$ cat src/sv/hkts_pkg.sv
// ----------------------------------------------------------------------------
// hkts_pkg
// Shared types and constants of the key-tap sequencer: field widths, event
// and status codes, and the command bundle from controller to datapath.
// ----------------------------------------------------------------------------
package hkts_pkg;

    localparam int MODE_W   = 3;
    localparam int BYTE_W   = 8;
    localparam int TICK_W   = 16;
    localparam int STATUS_W = 2;
    localparam int QUEUED_W = 5;
    localparam int CFG_IDX_W  = 2;
    localparam int CFG_DATA_W = 16;

    // Event codes carried by the mode field.
    localparam logic [MODE_W-1:0] MODE_REQUEST   = 3'd0;
    localparam logic [MODE_W-1:0] MODE_TICK      = 3'd1;
    localparam logic [MODE_W-1:0] MODE_LINK_UP   = 3'd2;
    localparam logic [MODE_W-1:0] MODE_LINK_DOWN = 3'd3;
    localparam logic [MODE_W-1:0] MODE_OUTCOME   = 3'd4;

    // Request results.
    localparam logic [STATUS_W-1:0] ST_OK      = 2'd0;
    localparam logic [STATUS_W-1:0] ST_INVALID = 2'd1;
    localparam logic [STATUS_W-1:0] ST_NOLINK  = 2'd2;
    localparam logic [STATUS_W-1:0] ST_FULL    = 2'd3;

    // Configuration register indexes.
    localparam logic [CFG_IDX_W-1:0] CFG_HOLD_TICKS  = 2'd0;
    localparam logic [CFG_IDX_W-1:0] CFG_RETRY_TICKS = 2'd1;
    localparam logic [CFG_IDX_W-1:0] CFG_MAX_RETRY   = 2'd2;

    localparam logic [TICK_W-1:0] HOLD_TICKS_RST  = 16'd120;
    localparam logic [TICK_W-1:0] RETRY_TICKS_RST = 16'd800;
    localparam logic [BYTE_W-1:0] MAX_RETRY_RST   = 8'd20;

    typedef struct packed {
        logic capture;  // latch the accepted transaction
        logic exec;     // apply the latched transaction and load the result
    } t_dp_cmd;

endpackage

$ cat src/sv/hkts_ctrl.sv
// ----------------------------------------------------------------------------
// hkts_ctrl
// Handshake controller: accepts one transaction, steps the datapath through
// it and holds the result valid until the consumer takes it.
// ----------------------------------------------------------------------------
module hkts_ctrl (
    input  logic              i_clk,
    input  logic              i_rst_n,
    input  logic              i_in_valid,
    output logic              o_in_stall,
    output logic              o_out_valid,
    input  logic              i_out_stall,
    output hkts_pkg::t_dp_cmd o_cmd
);

    typedef enum logic {
        S_IDLE,
        S_EXEC
    } t_state;

    t_state r_state;
    logic   r_out_valid;
    logic   accept;
    logic   out_free;

    // A new transaction may enter once the result register is empty or is
    // being emptied in this cycle.
    assign out_free   = !r_out_valid || !i_out_stall;
    assign o_in_stall = !((r_state == S_IDLE) && out_free);
    assign accept     = i_in_valid && !o_in_stall;

    assign o_cmd.capture = accept;
    assign o_cmd.exec    = (r_state == S_EXEC);
    assign o_out_valid   = r_out_valid;

    always_ff @(posedge i_clk) begin
        if (!i_rst_n) begin
            r_state     <= S_IDLE;
            r_out_valid <= 1'b0;
        end else begin
            case (r_state)
                S_IDLE: begin
                    if (r_out_valid && !i_out_stall) begin
                        r_out_valid <= 1'b0;
                    end
                    if (accept) begin
                        r_state <= S_EXEC;
                    end
                end
                S_EXEC: begin
                    r_out_valid <= 1'b1;
                    r_state     <= S_IDLE;
                end
                default: begin
                    r_state <= S_IDLE;
                end
            endcase
        end
    end

endmodule

$ cat src/sv/hkts_datapath.sv
// ----------------------------------------------------------------------------
// hkts_datapath
// Tap state, configuration registers, request queue memory and the result
// register. Tap state, queue and result update only on the execute command.
// ----------------------------------------------------------------------------
module hkts_datapath #(
    parameter int QUEUE_DEPTH = 16
) (
    input  logic                              i_clk,
    input  logic                              i_rst_n,
    input  hkts_pkg::t_dp_cmd                 i_cmd,
    input  logic                              i_cfg_wr_en,
    input  logic [hkts_pkg::CFG_IDX_W-1:0]    i_cfg_index,
    input  logic [hkts_pkg::CFG_DATA_W-1:0]   i_cfg_data,
    input  logic [hkts_pkg::MODE_W-1:0]       i_mode,
    input  logic [hkts_pkg::BYTE_W-1:0]       i_modifier,
    input  logic [hkts_pkg::BYTE_W-1:0]       i_keycode,
    input  logic                              i_send_ok,
    output logic                              o_report_valid,
    output logic [hkts_pkg::BYTE_W-1:0]       o_report_modifier,
    output logic [hkts_pkg::BYTE_W-1:0]       o_report_keycode,
    output logic [hkts_pkg::STATUS_W-1:0]     o_status,
    output logic                              o_busy_res,
    output logic [hkts_pkg::QUEUED_W-1:0]     o_queued,
    output logic                              o_linked
);

    localparam int AW = (QUEUE_DEPTH > 1) ? $clog2(QUEUE_DEPTH) : 1;
    localparam int CW = $clog2(QUEUE_DEPTH + 1);
    localparam int EW = 2 * hkts_pkg::BYTE_W;
    localparam int BW = hkts_pkg::BYTE_W;
    localparam int TW = hkts_pkg::TICK_W;

    typedef enum logic [1:0] {
        PH_PRESS_DUE,
        PH_PRESS_SENT,
        PH_RELEASE_DUE,
        PH_RELEASE_SENT
    } t_phase;

    // Configuration.
    logic [TW-1:0] r_hold_ticks;
    logic [TW-1:0] r_retry_ticks;
    logic [BW-1:0] r_max_retry;

    // Latched transaction.
    logic [hkts_pkg::MODE_W-1:0] r_mode;
    logic [BW-1:0]               r_modifier;
    logic [BW-1:0]               r_keycode;
    logic                        r_send_ok;

    // Tap state.
    logic          r_link,    n_link;
    logic          r_active,  n_active;
    t_phase        r_phase,   n_phase;
    logic [TW-1:0] r_timer,   n_timer;
    logic [BW-1:0] r_retry,   n_retry;
    logic [BW-1:0] r_cur_mod, n_cur_mod;
    logic [BW-1:0] r_cur_key, n_cur_key;
    logic [AW-1:0] r_head,    n_head;
    logic [AW-1:0] r_tail,    n_tail;
    logic [CW-1:0] r_count,   n_count;

    // Queue memory; the head entry is read every cycle into r_rd_data.
    logic [EW-1:0] r_fifo_mem [QUEUE_DEPTH];
    logic [EW-1:0] r_rd_data;

    logic                          push;
    logic                          rep_valid;
    logic [BW-1:0]                 rep_mod;
    logic [BW-1:0]                 rep_key;
    logic [hkts_pkg::STATUS_W-1:0] status;
    logic                          fail;
    t_phase                        fail_phase;
    logic                          end_req;
    logic [BW-1:0]                 retry_inc;
    logic [CW+hkts_pkg::QUEUED_W-1:0] count_ext;

    always_ff @(posedge i_clk) begin
        if (!i_rst_n) begin
            r_hold_ticks  <= hkts_pkg::HOLD_TICKS_RST;
            r_retry_ticks <= hkts_pkg::RETRY_TICKS_RST;
            r_max_retry   <= hkts_pkg::MAX_RETRY_RST;
        end else if (i_cfg_wr_en) begin
            case (i_cfg_index)
                hkts_pkg::CFG_HOLD_TICKS:  r_hold_ticks  <= i_cfg_data;
                hkts_pkg::CFG_RETRY_TICKS: r_retry_ticks <= i_cfg_data;
                hkts_pkg::CFG_MAX_RETRY:   r_max_retry   <= i_cfg_data[BW-1:0];
                default: ;
            endcase
        end
    end

    always_ff @(posedge i_clk) begin
        if (i_cmd.capture) begin
            r_mode     <= i_mode;
            r_modifier <= i_modifier;
            r_keycode  <= i_keycode;
            r_send_ok  <= i_send_ok;
        end
    end

    always_comb begin
        n_link     = r_link;
        n_active   = r_active;
        n_phase    = r_phase;
        n_timer    = r_timer;
        n_retry    = r_retry;
        n_cur_mod  = r_cur_mod;
        n_cur_key  = r_cur_key;
        n_head     = r_head;
        n_tail     = r_tail;
        n_count    = r_count;
        push       = 1'b0;
        rep_valid  = 1'b0;
        rep_mod    = '0;
        rep_key    = '0;
        status     = hkts_pkg::ST_OK;
        fail       = 1'b0;
        fail_phase = PH_PRESS_DUE;
        end_req    = 1'b0;
        retry_inc  = r_retry + 1'b1;

        case (r_mode)
            hkts_pkg::MODE_REQUEST: begin
                if (r_keycode == '0) begin
                    status = hkts_pkg::ST_INVALID;
                end else if (!r_link) begin
                    status = hkts_pkg::ST_NOLINK;
                end else if (r_active) begin
                    if (r_count == CW'(QUEUE_DEPTH)) begin
                        status = hkts_pkg::ST_FULL;
                    end else begin
                        push    = 1'b1;
                        n_tail  = (r_tail == AW'(QUEUE_DEPTH - 1)) ? '0 : r_tail + 1'b1;
                        n_count = r_count + 1'b1;
                    end
                end else begin
                    n_active  = 1'b1;
                    n_retry   = '0;
                    n_cur_mod = r_modifier;
                    n_cur_key = r_keycode;
                    n_timer   = '0;
                    n_phase   = PH_PRESS_SENT;
                    rep_valid = 1'b1;
                    rep_mod   = r_modifier;
                    rep_key   = r_keycode;
                end
            end
            hkts_pkg::MODE_TICK: begin
                if (r_active && (r_phase == PH_PRESS_DUE || r_phase == PH_RELEASE_DUE)) begin
                    if (r_timer <= TW'(1)) begin
                        n_timer   = '0;
                        rep_valid = 1'b1;
                        if (r_phase == PH_PRESS_DUE) begin
                            n_phase = PH_PRESS_SENT;
                            rep_mod = r_cur_mod;
                            rep_key = r_cur_key;
                        end else begin
                            n_phase = PH_RELEASE_SENT;
                        end
                    end else begin
                        n_timer = r_timer - 1'b1;
                    end
                end
            end
            hkts_pkg::MODE_LINK_UP, hkts_pkg::MODE_LINK_DOWN: begin
                n_link    = (r_mode == hkts_pkg::MODE_LINK_UP);
                n_active  = 1'b0;
                n_phase   = PH_PRESS_DUE;
                n_timer   = '0;
                n_retry   = '0;
                n_cur_mod = '0;
                n_cur_key = '0;
                n_head    = '0;
                n_tail    = '0;
                n_count   = '0;
            end
            hkts_pkg::MODE_OUTCOME: begin
                if (r_active && r_phase == PH_PRESS_SENT) begin
                    if (r_send_ok) begin
                        n_retry = '0;
                        n_timer = r_hold_ticks;
                        n_phase = PH_RELEASE_DUE;
                    end else begin
                        fail       = 1'b1;
                        fail_phase = PH_PRESS_DUE;
                    end
                end else if (r_active && r_phase == PH_RELEASE_SENT) begin
                    if (r_send_ok) begin
                        end_req = 1'b1;
                    end else begin
                        fail       = 1'b1;
                        fail_phase = PH_RELEASE_DUE;
                    end
                end
            end
            default: ;
        endcase

        // The failure count is checked after it is bumped.
        if (fail) begin
            n_retry = retry_inc;
            if (retry_inc < r_max_retry) begin
                n_timer = r_retry_ticks;
                n_phase = fail_phase;
            end else begin
                end_req = 1'b1;
            end
        end

        // A finished or dropped tap hands over to the oldest queued one at once.
        if (end_req) begin
            n_active  = 1'b0;
            n_retry   = '0;
            n_cur_mod = '0;
            n_cur_key = '0;
            n_timer   = '0;
            n_phase   = PH_PRESS_DUE;
            if (!r_link) begin
                n_head  = '0;
                n_tail  = '0;
                n_count = '0;
            end else if (r_count != '0) begin
                n_head    = (r_head == AW'(QUEUE_DEPTH - 1)) ? '0 : r_head + 1'b1;
                n_count   = r_count - 1'b1;
                n_active  = 1'b1;
                n_cur_mod = r_rd_data[EW-1:BW];
                n_cur_key = r_rd_data[BW-1:0];
                n_phase   = PH_PRESS_SENT;
                rep_valid = 1'b1;
                rep_mod   = r_rd_data[EW-1:BW];
                rep_key   = r_rd_data[BW-1:0];
            end
        end

        count_ext = {{hkts_pkg::QUEUED_W{1'b0}}, n_count};
    end

    always_ff @(posedge i_clk) begin
        if (!i_rst_n) begin
            r_link    <= 1'b0;
            r_active  <= 1'b0;
            r_phase   <= PH_PRESS_DUE;
            r_timer   <= '0;
            r_retry   <= '0;
            r_cur_mod <= '0;
            r_cur_key <= '0;
            r_head    <= '0;
            r_tail    <= '0;
            r_count   <= '0;
        end else if (i_cmd.exec) begin
            r_link    <= n_link;
            r_active  <= n_active;
            r_phase   <= n_phase;
            r_timer   <= n_timer;
            r_retry   <= n_retry;
            r_cur_mod <= n_cur_mod;
            r_cur_key <= n_cur_key;
            r_head    <= n_head;
            r_tail    <= n_tail;
            r_count   <= n_count;
        end
    end

    // The head address never moves in the cycle before an execute, so the
    // registered read is always current when a queued tap is started.
    always_ff @(posedge i_clk) begin
        if (i_cmd.exec && push) begin
            r_fifo_mem[r_tail] <= {r_modifier, r_keycode};
        end
        r_rd_data <= r_fifo_mem[r_head];
    end

    always_ff @(posedge i_clk) begin
        if (i_cmd.exec) begin
            o_report_valid    <= rep_valid;
            o_report_modifier <= rep_mod;
            o_report_keycode  <= rep_key;
            o_status          <= status;
            o_busy_res        <= n_active;
            o_queued          <= count_ext[hkts_pkg::QUEUED_W-1:0];
            o_linked          <= n_link;
        end
    end

endmodule

$ cat src/sv/hid_key_tap_sequencer.sv
// ----------------------------------------------------------------------------
// hid_key_tap_sequencer
// Keyboard key-tap sequencer: press and release reports, hold timing, send
// retries and a queue of pending tap requests.
// ----------------------------------------------------------------------------
// Each transaction is latched when it is accepted; the datapath then applies
// it and loads the result register. The next event is accepted once the
// controller is idle and the result register is empty or is being taken in
// the same cycle, so no new event enters while the last one is being
// applied. Pending requests are held in a QUEUE_DEPTH-entry memory with a
// registered read of the head entry; it needs no clearing pass after reset.
// Configuration writes (hold ticks, retry ticks, retry limit) take effect at
// once and are meant to be made while no transaction is in flight.
module hid_key_tap_sequencer #(
    parameter int QUEUE_DEPTH = 16
) (
    input  logic                              i_clk,
    input  logic                              i_rst_n,
    input  logic                              i_cfg_wr_en,
    input  logic [hkts_pkg::CFG_IDX_W-1:0]    i_cfg_index,
    input  logic [hkts_pkg::CFG_DATA_W-1:0]   i_cfg_data,
    input  logic                              i_in_valid,
    output logic                              o_in_stall,
    input  logic [hkts_pkg::MODE_W-1:0]       i_mode,
    input  logic [hkts_pkg::BYTE_W-1:0]       i_modifier,
    input  logic [hkts_pkg::BYTE_W-1:0]       i_keycode,
    input  logic                              i_send_ok,
    output logic                              o_out_valid,
    input  logic                              i_out_stall,
    output logic                              o_report_valid,
    output logic [hkts_pkg::BYTE_W-1:0]       o_report_modifier,
    output logic [hkts_pkg::BYTE_W-1:0]       o_report_keycode,
    output logic [hkts_pkg::STATUS_W-1:0]     o_status,
    output logic                              o_busy_res,
    output logic [hkts_pkg::QUEUED_W-1:0]     o_queued,
    output logic                              o_linked
);

    hkts_pkg::t_dp_cmd cmd;

    hkts_ctrl u_ctrl (
        .i_clk       (i_clk),
        .i_rst_n     (i_rst_n),
        .i_in_valid  (i_in_valid),
        .o_in_stall  (o_in_stall),
        .o_out_valid (o_out_valid),
        .i_out_stall (i_out_stall),
        .o_cmd       (cmd)
    );

    hkts_datapath #(
        .QUEUE_DEPTH (QUEUE_DEPTH)
    ) u_datapath (
        .i_clk             (i_clk),
        .i_rst_n           (i_rst_n),
        .i_cmd             (cmd),
        .i_cfg_wr_en       (i_cfg_wr_en),
        .i_cfg_index       (i_cfg_index),
        .i_cfg_data        (i_cfg_data),
        .i_mode            (i_mode),
        .i_modifier        (i_modifier),
        .i_keycode         (i_keycode),
        .i_send_ok         (i_send_ok),
        .o_report_valid    (o_report_valid),
        .o_report_modifier (o_report_modifier),
        .o_report_keycode  (o_report_keycode),
        .o_status          (o_status),
        .o_busy_res        (o_busy_res),
        .o_queued          (o_queued),
        .o_linked          (o_linked)
    );

endmodule
$ cat config.mk
export PLATFORM = sky130hd
export DESIGN_NAME = hid_key_tap_sequencer
export DESIGN_NICKNAME = d
export VERILOG_FILES = /design/src/sv/hkts_pkg.sv /design/src/sv/hkts_ctrl.sv /design/src/sv/hkts_datapath.sv /design/src/sv/hid_key_tap_sequencer.sv
export SDC_FILE = /design/constraint.sdc
export NUM_CORES = 1
export LEC_CHECK = 0
export BUFFER_PORTS_ARGS = -buffer_cell sky130_fd_sc_hd__clkbuf_2
export CAP_MARGIN = 25
export CORE_ASPECT_RATIO = 1.1
export CORE_MARGIN = 2
export CORE_UTILIZATION = 35
export DETAILED_ROUTE_END_ITERATION = 6
export HOLD_SLACK_MARGIN = 0.05
export SYNTH_ARGS = -nofsm -noshare
export SYNTH_HDL_FRONTEND = slang
export SYNTH_SLANG_ARGS = --single-unit
$ cat constraint.sdc
create_clock -name i_clk -period 8.5 [get_ports i_clk]
set_input_delay 0 -clock i_clk [delete_from_list [all_inputs] [get_ports i_clk]]
set_output_delay 0 -clock i_clk [all_outputs]
set_load 0.005 [all_outputs]
==> metrics.yaml <==
global_route:
  grt_overflow: 0
  grt_pass1_vias: 10600
  antenna_found_initial: 0
  grt_pass1_wl_um: 63900
  grt.total_usage_pct: 16.3
  grt_start_max_net_pins: 69
floorplan:
  rows: 85
  dieArea_mm2: 0.0510
  initial_core_util_pct: 35.3
  coreArea_mm2: 0.0488
  die_h_um: 237
  dieWidth_um: 215
  io_pins: 71
setup_path:
  required_ns: 8.83
  r2r_setup_slack_ns: 4.80
  crit_type: "flip-flop to flip-flop"
  cp_max_fo: 13
  cp-start-kind: "flip-flop"
  critPathArrivalTime_ns: 4.03
  crit_path_end_kind: "flip-flop"
drt:
  vias: 10500
  dr.pass1.iters: 5
  ant_nets: 0
  drt-vias-per-instance: 5.26
  routed_wirelength_um: 40900
  drt-wirelength-per-cell_um: 20.4
  drc: 0
  drt_iter0_drc: 791
finish:
  num_antenna_cells: 0
  stdcell_count: 2003
  layout-drive-gt1-share_pct: 19.8
  area_growth_pct: 17.3
  fillCellCount: 4474
  layout.nets: 1373
  fin_area_mm2: 0.0202
clock_network:
  holdBufCountCts: 41
  cts_sinks: 417
  cts_setup_buffers: 0
  cts_max_path_buffers: 3
  cts_tree: "done"
  htree_levels: 2
  clk_latency_ns: 0.60
  cts_repair_resize_count: 0
  clkTransAtPathRegs_ns: 0.06
  cts_buffers: 46
  root_buffer: "clkbuf_16"
synthesis:
  syn-instance-count: 1199
  ys_types: 76
  synthArstFlopShare_pct: 0
  synth_fp_nets: 1259
  synth_edf_count: 302
  ys.flop_type: "edfxtp_1"
  synth-seq-area-share_pct: 66.0
  synth.cell_area_mm2: 0.0172
  synth_area_per_cell_um2: 14.4
  synth_warnings: 0
  ys_seq_elements: 417
timing:
  whs_ns: 0.0734
  fin_worst_skew_ns: 0.0335
  setup_tns_ns: 0
  relSlewSlack_pct: 30.3
  worst_pin_slew_ns: 1.05
  rsz0062_at_grt: "no"
  drv_slew: 0
  min_period_over_period_pct: 43.5
  fin_ws_ns: 4.80
  setup_viol: 0
  fin_crit_ns: 3.70
  fmax_mhz: 270
  hold_viol_final: 0
power:
  vdd_ir_drop_max_uv: 180
  pwr_density_cell_mw_per_mm2: 214
  power.static_leakage_nw: 6.76
place:
  post-place-ws_ns: 4.90
  hpwl_um: 26100
  dp.cells: 1875
  routabilityCongestion: 0.870
  post_dp_cell_area_mm2: 0.0183
  numPortBuffers: 70
status:
  status: "completed"
job:
  cap_violations: 0
min_path:
  hold_path.class: "input pin to flip-flop"
metal layers:
metal | GRT usage [%] | wire (um)
met4 | 4.85 | 835
met5 | 0 | 0
met2 | 26.2 | 19400
met1 | 22.7 | 18500
met3 | 2.95 | 2220
logic make-up (layout without fill, tap and decap cells):
family | after synthesis | after routing | share of synthesized area [%]
flops | 417 | 417 | 66.0
simple gates | 331 | 331 | 9.71
compound gates | 252 | 252 | 9.66
mux | 88 | 88 | 10.9
buf+inv | 85 | 237 | 1.98
fa+ha+maj | 17 | 17 | 1.24
xor+xnor | 9 | 9 | 0.458
worst max-delay path, stage by stage, from the launching register on:
cell and delay, ns:
dfxtp_1 0.37, ha_1 0.24, nand3_1 0.18, nor2_1 0.16, xor2_1 0.22, ha_1 0.28, o21ai_0 0.16, o21ai_0 0.10
a21oi_1 0.40, nand2b_1 0.65, nor2_1 0.21, o32ai_1 0.38, nor2_1 0.07
final timing paths:
| kind | cells after the start | from | end |
|---|---|---|---|
| setup / recovery | 12 | u_datapath.r_retry[0] | u_datapath.o_queued[1] |
| hold / removal | 2 | i_rst_n | u_datapath.r_max_retry[4] |
| setup reg to reg | 12 | u_datapath.r_retry[0] | u_datapath.o_queued[1] |
| hold reg to reg | 2 | u_datapath.r_rd_data[9] | u_datapath.r_cur_mod[1] |
placed cells by master, fill, tap and decap left out, types with 19 or more instances in the layout:
| master | instances |
|---|---|
| clkbuf_16 | 46 |
| a21oi_1 | 62 |
| inv_1 | 19 |
| a22oi_1 | 22 |
| dfxtp_1 | 112 |
| clkbuf_2 | 70 |
| nand3_1 | 21 |
| mux4_2 | 80 |
| edfxtp_1 | 302 |
| nand2_1 | 146 |
| o21ai_0 | 61 |
| and2_1 | 19 |
| buf_4 | 20 |
| nor2b_1 | 19 |
| a21boi_0 | 31 |
| nor2_1 | 39 |
| dlygate4sd3_1 | 41 |
cell type report:
| class | count | area, um2 | area share, % |
|---|---|---|---|
| Sequential cell | 417 | 11400 | 56.3 |
| Multi-Input combinational cell | 697 | 5510 | 27.3 |
| Clock inverter | 30 | 290 | 1.44 |
| Clock buffer | 56 | 1210 | 5.98 |
| Inverter | 19 | 71.3 | 0.353 |
| Tap cell | 652 | 816 | 4.04 |
| Timing Repair Buffer | 132 | 926 | 4.58 |
registers in the layout, indices dropped and copies added, names as in the netlist, 2 cells and up:
name,count
u_datapath.r_fifo_mem,256
u_datapath.r_hold_ticks,16
u_datapath.r_rd_data,16
u_datapath.r_retry_ticks,16
u_datapath.r_timer,16
u_datapath.o_report_keycode,8
u_datapath.o_report_modifier,8
u_datapath.r_cur_key,8
u_datapath.r_cur_mod,8
u_datapath.r_keycode,8
u_datapath.r_max_retry,8
u_datapath.r_modifier,8
u_datapath.r_retry,8
u_datapath.o_queued,5
u_datapath.r_count,5
u_datapath.r_head,4
u_datapath.r_tail,4
u_datapath.r_mode,3
u_datapath.o_status,2
u_datapath.r_phase,2
per-stage QoR:
step	util (%)	total power, mW
after floorplan	-	2.33
after global placement	37.4	2.39
after detailed placement	37.4	2.39
after CTS	41.4	4.38
after global routing	41.4	4.48
final	41.4	4.33
Yosys cell counts (21+ instances only):
master      n  area share [%]
a21boi_0   31             1.4
a21oi_1    62             1.8
a22oi_1    22            0.96
clkbuf_1   49             1.1
dfxtp_1   115              13
edfxtp_1  302              53
mux4_2     80              10
nand2_1   146             3.2
nand3_1    21            0.61
nor2_1     39            0.85
o21ai_0    61             1.8
where the power goes:
group,switching [mW],internal (mW),leakage (nW),total (mW)
registers,0.0272,2.20,3.68,2.23
clock network,0.826,1.14,0.734,1.97
logic,0.0802,0.0482,2.35,0.128
total,0.934,3.40,6.76,4.33
Note: power is estimated with default switching activity, not from simulation.
